<file path="config.mk">
export PLATFORM = sky130hd
export DESIGN_NAME = mpeg_audio_header_scanner
export DESIGN_NICKNAME = d
export VERILOG_FILES = /design/src/rtl/core/mahs_pkg.sv /design/src/rtl/core/mahs_ctrl.sv /design/src/rtl/core/mahs_datapath.sv /design/src/rtl/core/mpeg_audio_header_scanner.sv
export SDC_FILE = /design/constraint.sdc
export NUM_CORES = 1
export LEC_CHECK = 0
export BUFFER_PORTS_ARGS = -buffer_cell sky130_fd_sc_hd__buf_4
export CAP_MARGIN = 20
export CORE_MARGIN = 1.5
export CORE_UTILIZATION = 60
export CTS_BUF_LIST = sky130_fd_sc_hd__clkbuf_4
export DETAILED_ROUTE_END_ITERATION = 16
export PLACE_DENSITY = 0.82
export SKIP_LAST_GASP = 1
export SYNTH_ARGS = -nofsm -noshare
export SYNTH_HDL_FRONTEND = slang
export SYNTH_SLANG_ARGS = --single-unit
</file>
<file path="constraint.sdc">
create_clock -name i_clk -period 11.3 [get_ports i_clk]
set_input_delay 1.13 -clock i_clk [delete_from_list [all_inputs] [get_ports i_clk]]
set_output_delay 1.13 -clock i_clk [all_outputs]
set_load 0.01 [all_outputs]
</file>
<file path="src/rtl/core/mahs_pkg.sv">
// Shared types, constants and lookup tables for the MPEG audio header scanner.
package mahs_pkg;

    localparam logic [31:0] C_SYNC_MASK  = 32'hFFE0_0000;
    localparam logic [15:0] C_TOP16_BAD  = 16'hFFFE;
    localparam logic [1:0]  C_VER_MPEG1  = 2'd3;
    localparam logic [1:0]  C_VER_MPEG2  = 2'd2;
    localparam logic [1:0]  C_VER_RSVD   = 2'd1;
    localparam logic [1:0]  C_MODE_MONO  = 2'h3;
    localparam logic [3:0]  C_BRI_FREE   = 4'd0;
    localparam logic [3:0]  C_BRI_BAD    = 4'd15;
    localparam logic [1:0]  C_SRI_RSVD   = 2'd3;
    localparam logic [1:0]  C_LAYER_RSVD = 2'd0;

    // Frame factor times the kbit scale, so size = kbps * C_NUM_Vx / rate
    localparam int          C_KBIT_SCALE = 1000;
    localparam logic [17:0] C_NUM_V1     = 18'(144 * C_KBIT_SCALE);
    localparam logic [17:0] C_NUM_V2     = 18'(72 * C_KBIT_SCALE);
    localparam logic [10:0] C_SPF_V1     = 11'd1152;
    localparam logic [10:0] C_SPF_V2     = 11'd576;

    // Quotient bits of the frame size division (size stays below 2048)
    localparam int          C_QBITS      = 11;
    localparam int          C_NUM_W      = 26;
    localparam logic [3:0]  C_BIT_TOP    = 4'(C_QBITS - 1);

    localparam int          C_TDATA_IN_W  = 8;
    localparam int          C_TDATA_OUT_W = 56;

    typedef enum logic [1:0] {
        ST_IDLE,
        ST_MUL,
        ST_DIV,
        ST_DONE
    } t_state;

    typedef struct packed {
        logic shift;     // take the byte into the window
        logic load_num;  // decode header, start division
        logic div_step;  // one quotient bit
        logic out_load;  // move result to output register
    } t_ctrl_cmd;

    typedef struct packed {
        logic hdr_ok;    // window with incoming byte is a valid header
        logic div_last;  // current step yields the lowest quotient bit
        logic out_free;  // output register can take a result this cycle
    } t_dp_status;

    function automatic logic header_valid(input logic [31:0] h);
        logic ok;
        ok = ((h & C_SYNC_MASK) == C_SYNC_MASK);
        ok = ok && (h[20:19] != C_VER_RSVD) && (h[18:17] != C_LAYER_RSVD);
        ok = ok && (h[15:12] != C_BRI_FREE) && (h[15:12] != C_BRI_BAD);
        ok = ok && (h[11:10] != C_SRI_RSVD) && (h[31:16] != C_TOP16_BAD);
        return ok;
    endfunction

    // Layer III bitrate table
    function automatic logic [8:0] kbps_lookup(input logic [1:0] ver, input logic [3:0] bri);
        logic [8:0] v;
        if (ver == C_VER_MPEG1) begin
            case (bri)
                4'd1:    v = 9'd32;
                4'd2:    v = 9'd40;
                4'd3:    v = 9'd48;
                4'd4:    v = 9'd56;
                4'd5:    v = 9'd64;
                4'd6:    v = 9'd80;
                4'd7:    v = 9'd96;
                4'd8:    v = 9'd112;
                4'd9:    v = 9'd128;
                4'd10:   v = 9'd160;
                4'd11:   v = 9'd192;
                4'd12:   v = 9'd224;
                4'd13:   v = 9'd256;
                4'd14:   v = 9'd320;
                default: v = 9'd0;
            endcase
        end else begin
            case (bri)
                4'd1:    v = 9'd8;
                4'd2:    v = 9'd16;
                4'd3:    v = 9'd24;
                4'd4:    v = 9'd32;
                4'd5:    v = 9'd40;
                4'd6:    v = 9'd48;
                4'd7:    v = 9'd56;
                4'd8:    v = 9'd64;
                4'd9:    v = 9'd80;
                4'd10:   v = 9'd96;
                4'd11:   v = 9'd112;
                4'd12:   v = 9'd128;
                4'd13:   v = 9'd144;
                4'd14:   v = 9'd160;
                default: v = 9'd0;
            endcase
        end
        return v;
    endfunction

    function automatic logic [15:0] rate_lookup(input logic [1:0] ver, input logic [1:0] sri);
        logic [15:0] v;
        case (sri)
            2'd0:    v = (ver == C_VER_MPEG1) ? 16'd44100 :
                         (ver == C_VER_MPEG2) ? 16'd22050 : 16'd11025;
            2'd1:    v = (ver == C_VER_MPEG1) ? 16'd48000 :
                         (ver == C_VER_MPEG2) ? 16'd24000 : 16'd12000;
            2'd2:    v = (ver == C_VER_MPEG1) ? 16'd32000 :
                         (ver == C_VER_MPEG2) ? 16'd16000 : 16'd8000;
            default: v = 16'd0;
        endcase
        return v;
    endfunction

endpackage

</file>
<file path="src/rtl/core/mahs_ctrl.sv">
// Sequencer for byte intake, size division and result handoff.
module mahs_ctrl (
    input  logic                  i_clk,
    input  logic                  i_rst_n,
    input  logic                  s_tvalid,
    output logic                  s_tready,
    input  mahs_pkg::t_dp_status  i_status,
    output mahs_pkg::t_ctrl_cmd   o_cmd
);
    import mahs_pkg::*;

    t_state r_state;
    t_state n_state;

    always_ff @(posedge i_clk) begin
        if (!i_rst_n) begin
            r_state <= ST_IDLE;
        end else begin
            r_state <= n_state;
        end
    end

    always_comb begin
        n_state = r_state;
        case (r_state)
            ST_IDLE: begin
                if (s_tvalid && i_status.hdr_ok) begin
                    n_state = ST_MUL;
                end
            end
            ST_MUL: begin
                n_state = ST_DIV;
            end
            ST_DIV: begin
                if (i_status.div_last) begin
                    n_state = ST_DONE;
                end
            end
            ST_DONE: begin
                if (i_status.out_free) begin
                    n_state = ST_IDLE;
                end
            end
            default: n_state = ST_IDLE;
        endcase
    end

    always_comb begin
        o_cmd    = '0;
        s_tready = 1'b0;
        case (r_state)
            ST_IDLE: begin
                s_tready  = 1'b1;
                o_cmd.shift = s_tvalid;
            end
            ST_MUL:  o_cmd.load_num = 1'b1;
            ST_DIV:  o_cmd.div_step = 1'b1;
            ST_DONE: o_cmd.out_load = i_status.out_free;
            default: o_cmd = '0;
        endcase
    end

`ifndef ASSERT_OFF
    a_div_to_done: assert property (@(posedge i_clk) disable iff (!i_rst_n)
        (r_state == ST_DIV && i_status.div_last) |=> (r_state == ST_DONE))
        else $error("division end did not reach handoff");
    a_cmd_excl: assert property (@(posedge i_clk) disable iff (!i_rst_n)
        $onehot0({o_cmd.shift, o_cmd.load_num, o_cmd.div_step, o_cmd.out_load}))
        else $error("more than one datapath command");
    a_hdr_starts: assert property (@(posedge i_clk) disable iff (!i_rst_n)
        (o_cmd.shift && i_status.hdr_ok) |=> (r_state == ST_MUL))
        else $error("valid header did not start sizing");
`endif

endmodule

</file>
<file path="src/rtl/core/mahs_datapath.sv">
// Header window, table lookup, frame size divider and output register.
module mahs_datapath (
    input  logic                                 i_clk,
    input  logic                                 i_rst_n,
    input  logic [mahs_pkg::C_TDATA_IN_W-1:0]    s_tdata,
    output logic                                 m_tvalid,
    input  logic                                 m_tready,
    output logic [mahs_pkg::C_TDATA_OUT_W-1:0]   m_tdata,
    input  mahs_pkg::t_ctrl_cmd                  i_cmd,
    output mahs_pkg::t_dp_status                 o_status
);
    import mahs_pkg::*;

    logic [31:0]        r_window;
    logic [31:0]        n_window;
    logic [2:0]         r_fill;
    logic [1:0]         r_ver;
    logic [8:0]         r_kbps;
    logic [15:0]        r_rate;
    logic               r_pad;
    logic [1:0]         r_mode;
    logic [C_NUM_W-1:0] r_rem;
    logic [C_QBITS-1:0] r_quot;
    logic [3:0]         r_bit;
    logic               r_ovalid;
    logic [C_TDATA_OUT_W-1:0] r_odata;

    logic [8:0]         dec_kbps;
    logic [17:0]        num_k;
    logic [C_NUM_W-1:0] prod;
    logic [C_NUM_W:0]   div_shifted;
    logic [C_NUM_W:0]   div_trial;
    logic [10:0]        frame_bytes;
    logic [10:0]        spf;
    logic [1:0]         ch_count;

    assign n_window = {r_window[23:0], s_tdata};

    assign o_status.hdr_ok   = (r_fill >= 3'd3) && header_valid(n_window);
    assign o_status.div_last = (r_bit == 4'd0);
    assign o_status.out_free = !r_ovalid || m_tready;

    assign dec_kbps = kbps_lookup(r_window[20:19], r_window[15:12]);
    assign num_k    = (r_window[20:19] == C_VER_MPEG1) ? C_NUM_V1 : C_NUM_V2;
    assign prod     = C_NUM_W'(dec_kbps) * C_NUM_W'(num_k);

    assign div_shifted = (C_NUM_W+1)'(r_rate) << r_bit;
    assign div_trial   = {1'b0, r_rem} - div_shifted;

    assign frame_bytes = r_quot + 11'(r_pad);
    assign spf         = (r_ver == C_VER_MPEG1) ? C_SPF_V1 : C_SPF_V2;
    assign ch_count    = (r_mode == C_MODE_MONO) ? 2'd1 : 2'd2;

    always_ff @(posedge i_clk) begin
        if (!i_rst_n) begin
            r_window <= '0;
            r_fill   <= '0;
            r_ovalid <= 1'b0;
        end else begin
            if (i_cmd.shift) begin
                r_window <= n_window;
                if (r_fill < 3'd4) begin
                    r_fill <= r_fill + 3'd1;
                end
            end
            if (i_cmd.out_load) begin
                r_ovalid <= 1'b1;
            end else if (m_tready) begin
                r_ovalid <= 1'b0;
            end
        end
    end

    always_ff @(posedge i_clk) begin
        if (i_cmd.load_num) begin
            r_ver  <= r_window[20:19];
            r_kbps <= dec_kbps;
            r_rate <= rate_lookup(r_window[20:19], r_window[11:10]);
            r_pad  <= r_window[9];
            r_mode <= r_window[7:6];
            r_rem  <= prod;
            r_quot <= '0;
            r_bit  <= C_BIT_TOP;
        end
        // Restoring division, one quotient bit per cycle, top bit first
        if (i_cmd.div_step) begin
            if (!div_trial[C_NUM_W]) begin
                r_rem         <= div_trial[C_NUM_W-1:0];
                r_quot[r_bit] <= 1'b1;
            end
            r_bit <= r_bit - 4'd1;
        end
        if (i_cmd.out_load) begin
            r_odata <= {2'b00, r_pad, ch_count, r_mode, spf, frame_bytes,
                        r_rate, r_kbps, r_ver};
        end
    end

    assign m_tvalid = r_ovalid;
    assign m_tdata  = r_odata;

`ifndef ASSERT_OFF
    a_rem_below_rate: assert property (@(posedge i_clk) disable iff (!i_rst_n)
        i_cmd.out_load |-> (r_rem < C_NUM_W'(r_rate)))
        else $error("division remainder not below divisor");
    a_fill_range: assert property (@(posedge i_clk) disable iff (!i_rst_n)
        r_fill <= 3'd4)
        else $error("fill count out of range");
    a_load_sets_valid: assert property (@(posedge i_clk) disable iff (!i_rst_n)
        i_cmd.out_load |=> m_tvalid)
        else $error("result load did not raise output valid");
`endif

endmodule

</file>
<file path="src/rtl/core/mpeg_audio_header_scanner.sv">
// Top level of the MPEG audio frame header scanner.
//
//  channel | dir | handshake          | payload
//  s_      | in  | s_tvalid/s_tready  | s_tdata[7:0] = data_byte
//  m_      | out | m_tvalid/m_tready  | m_tdata[55:0] = header result fields
//
// A byte whose window is not a valid header is taken without holding intake.
// A valid header then holds intake: decode and multiply (ST_MUL), a
// restoring divider for the frame size (one quotient bit a cycle),
// and a handoff of the result to the output register (ST_DONE).
// The handoff waits while a previous result is still unread on m_.
// Reset is synchronous: window, fill count, state and output valid clear.
module mpeg_audio_header_scanner (
    input  logic        i_clk,
    input  logic        i_rst_n,
    input  logic        s_tvalid,
    output logic        s_tready,
    input  logic [7:0]  s_tdata,   // [7:0] data_byte
    output logic        m_tvalid,
    input  logic        m_tready,
    // [1:0] version_code, [10:2] bitrate_kbps, [26:11] sample_rate_hz,
    // [37:27] frame_bytes, [48:38] samples_per_frame, [50:49] channel_mode,
    // [52:51] channel_count, [53] padding_set, [55:54] zero
    output logic [55:0] m_tdata
);
    import mahs_pkg::*;

    t_ctrl_cmd  cmd;
    t_dp_status status;

    mahs_ctrl u_ctrl (
        .i_clk    (i_clk),
        .i_rst_n  (i_rst_n),
        .s_tvalid (s_tvalid),
        .s_tready (s_tready),
        .i_status (status),
        .o_cmd    (cmd)
    );

    mahs_datapath u_dp (
        .i_clk    (i_clk),
        .i_rst_n  (i_rst_n),
        .s_tdata  (s_tdata),
        .m_tvalid (m_tvalid),
        .m_tready (m_tready),
        .m_tdata  (m_tdata),
        .i_cmd    (cmd),
        .o_status (status)
    );

endmodule

</file>
==> reports/metrics.yaml <==
status:
  status: "finished clean"
die:
  start_util: 0.620
  rows: 45
  ios: 70
  core-area_um2: 15300
  die-area_um2: 16600
  chipHeight_um: 129
  dieWidth_um: 129
drt:
  wl_per_cell_um: 15.2
  wl_um: 19500
  drtIter0Drc: 431
  ant_nets: 0
  drt-vias-per-instance: 5.58
  route.vias.total: 7159
  first_pass_iters: 5
  drc: 0
clock_network:
  clock_sinks: 147
  root_buffer: "clkbuf_4"
  cts_resized: 0
  cts_made_buffers: 17
  ctsHtreeMaxLevel: 4
  insertion_delay_ps: 600
  clock_path_buffers: 2
  clk_pin_slew_ps: 160
  cts_tree: "done"
  cts_setup_buffers: 0
  cts_hold_buffers: 0
sta:
  worst_pin_slew_ps: 1020
  fmax_mhz: 192
  fin_crit_ps: 5200
  setup_violations: 0
  fin_setup_tns_ps: 0
  rsz0062_at_grt: "false"
  drv_slew: 0
  min_period_over_period: 0.460
  hold_viol_final: 0
  clock_skew_ps: 26.1
  relSlewSlack: 0.323
  whs_ps: 470
synth:
  synth_cells: 1018
  async_flop_share: 0
  synth-main-ff-cell: "dfxtp_1"
  synth_edf_count: 69
  yosysWarnings: 0
  synth_cell_type_count: 67
  avgSynthCellArea_um2: 9.33
  ys_seq_area_frac: 0.382
  synth_area_um2: 9500
  ys_seq_elements: 147
finish:
  fin_util: 0.676
  area_delta_synth_final_pct: 8.96
  drive_above_1_share: 0.108
  fin_cells: 1283
  n_fill_cell: 1233
  nNetsFinal: 1176
power:
  power_uw: 1010
  power_frac_clock: 0.353
  switchingPower_uw: 287
  p_comb_frac: 0.088
  leakage_uw: 0.00461
  swShare: 0.284
  internal_power_uw: 724
  ir_drop_mv: 0.0738
  power_frac_seq: 0.559
  pwr_density_cell_nw_per_um2: 97.7
grt:
  grt_usage: 0.247
  grt_remaining_overflow: 0
  grt_max_degree: 56
  antenna_found_initial: 1
  grt_pass1_wl_um: 32000
  grt_pass1_vias: 6746
placed_design:
  dp_hpwl_um: 14400
  dpl.cell_count: 1249
  portBuffers: 56
  place_congestion: 0.920
setup_path:
  cp-start-kind: "flip-flop"
  worst_r2r_path_depth: 15
  crit_required_ps: 11780
  cp_max_fo: 24
  critPathKind: "reg2reg"
  worst-endpoint-arrival_ps: 5680
  crit_path_end_kind: "flip-flop"
hold_path:
  hold_class: "reg2reg"
  whs_path_depth: 0
run:
  cap_viol_max_count: 0
==> state kept, by name (all words and copies together) (netlist names), named ones only <==
signal	count
u_dp.r_pad	1
u_dp.m_tdata	40
u_ctrl.r_state	2
u_dp.r_rate	14
u_dp.r_window	24
u_dp.r_mode	2
u_dp.r_ver	2
u_dp.r_quot	11
u_dp.m_tvalid	1
u_dp.r_fill	3
u_dp.r_kbps	6
u_dp.r_bit	4
u_dp.r_rem	26
==> per-layer routing <==
metal	wire (um)	track usage
met5	0	0
met2	9670	0.431
met1	8700	0.307
met4	435	0.0866
met3	732	0.0466
==> layout by cell type, fill, tap and decap left out, drive strengths merged, types with 24 or more instances in the layout <==
cell type,n
a21oi,58
nand2,133
ha,87
dfxtp,78
nor3,25
conb,24
o21ai,57
edfxtp,69
inv,65
nor2,67
mux2i,27
buf,60
==> through the flow <==
| stage | instance area (um2) | setup slack [ps] |
|---|---|---|
| 6_report | 10400 | 6100 |
| 4_1_cts | 10300 | 6080 |
| 3_5_place_dp | 9990 | 6140 |
| 5_1_grt | 10400 | 5590 |
| 2_1_floorplan | 9580 | 6780 |
| 3_3_place_gp | 9990 | 6310 |
==> power by group through the flow <==
stage	Sequential [uW]	Clock (uW)	Combinational, uW
global route	567	384	102
floorplan	575	0	72.5
finish	565	356	89.2
CTS	565	362	88.9
detailed placement	577	0	87.1
global placement	577	0	84.2
==> cells in the mapped netlist, drive strengths merged (4+ instances only) <==
library cell	number	area, um2
a211o	4	35.0
a211oi	19	143
a21boi	22	165
a21o	9	67.6
a21oi	58	290
a22o	10	87.6
a22oi	4	30.0
a31oi	5	37.5
and2	13	81.3
and3	6	37.5
buf	25	175
clkbuf	36	136
dfxtp	78	1560
edfxtp	69	2070
fa	19	380
ha	87	1090
inv	60	225
mux2	5	56.3
mux2i	27	270
mux4	4	90.1
nand2	133	502
nand2b	14	87.6
nand3	22	110
nand4	7	43.8
nor2	67	251
nor2b	21	131
nor3	25	130
o21a	12	90.1
o21ai	57	285
o31ai	7	57.6
or2	6	37.5
xnor2	23	201
xor2	19	166
==> logic make-up (layout without fill, tap and decap cells) <==
kind of cell	Yosys count	in the layout	synth area share
flip-flops	147	147	0.382
other	2	25	0.000790
AND/OR/NAND/NOR	325	325	0.157
multiplexers	36	36	0.0439
adder cells (fa/ha/maj)	106	106	0.155
XOR/XNOR	42	42	0.0387
buffers and inverters	122	153	0.0569
AO/OA/AOI/OAI	238	238	0.165
==> cell type report <==
class                           instances  area (um2)  area share
Multi-Input combinational cell        771        5420       0.524
Clock buffer                           17         128      0.0123
Clock inverter                         15         205      0.0198
Inverter                               61         229      0.0221
Sequential cell                       147        3630       0.351
Tap cell                              211         264      0.0255
Antenna cell                            1        2.50    0.000242
Timing Repair Buffer                   60         470      0.0454
==> worst max-delay path: stages, from the launching register on <==
cell       delay (ps)
dfxtp_1           780
nand2_1           330
and2_1            300
or2_2             310
ha_1              320
fa_1              490
fa_1              500
ha_1              310
ha_1              240
or3_1             330
o21ai_0           170
o21ai_0           140
o41ai_1           340
nor3_1             70
a2111oi_0         390
a21oi_1            70
==> path summary, 6_finish.rpt <==
| path | from | to | slack [ps] |
|---|---|---|---|
| max | u_dp.r_window[20] | u_dp.r_rem[25] | 6100 |
| min | u_dp.r_mode[1] | u_dp.m_tdata[50] | 470 |
| max reg2reg | u_dp.r_window[20] | u_dp.r_rem[25] | 6100 |
| min reg2reg | u_dp.r_mode[1] | u_dp.m_tdata[50] | 470 |
No activity file was read; power rests on OpenSTA's default activity.
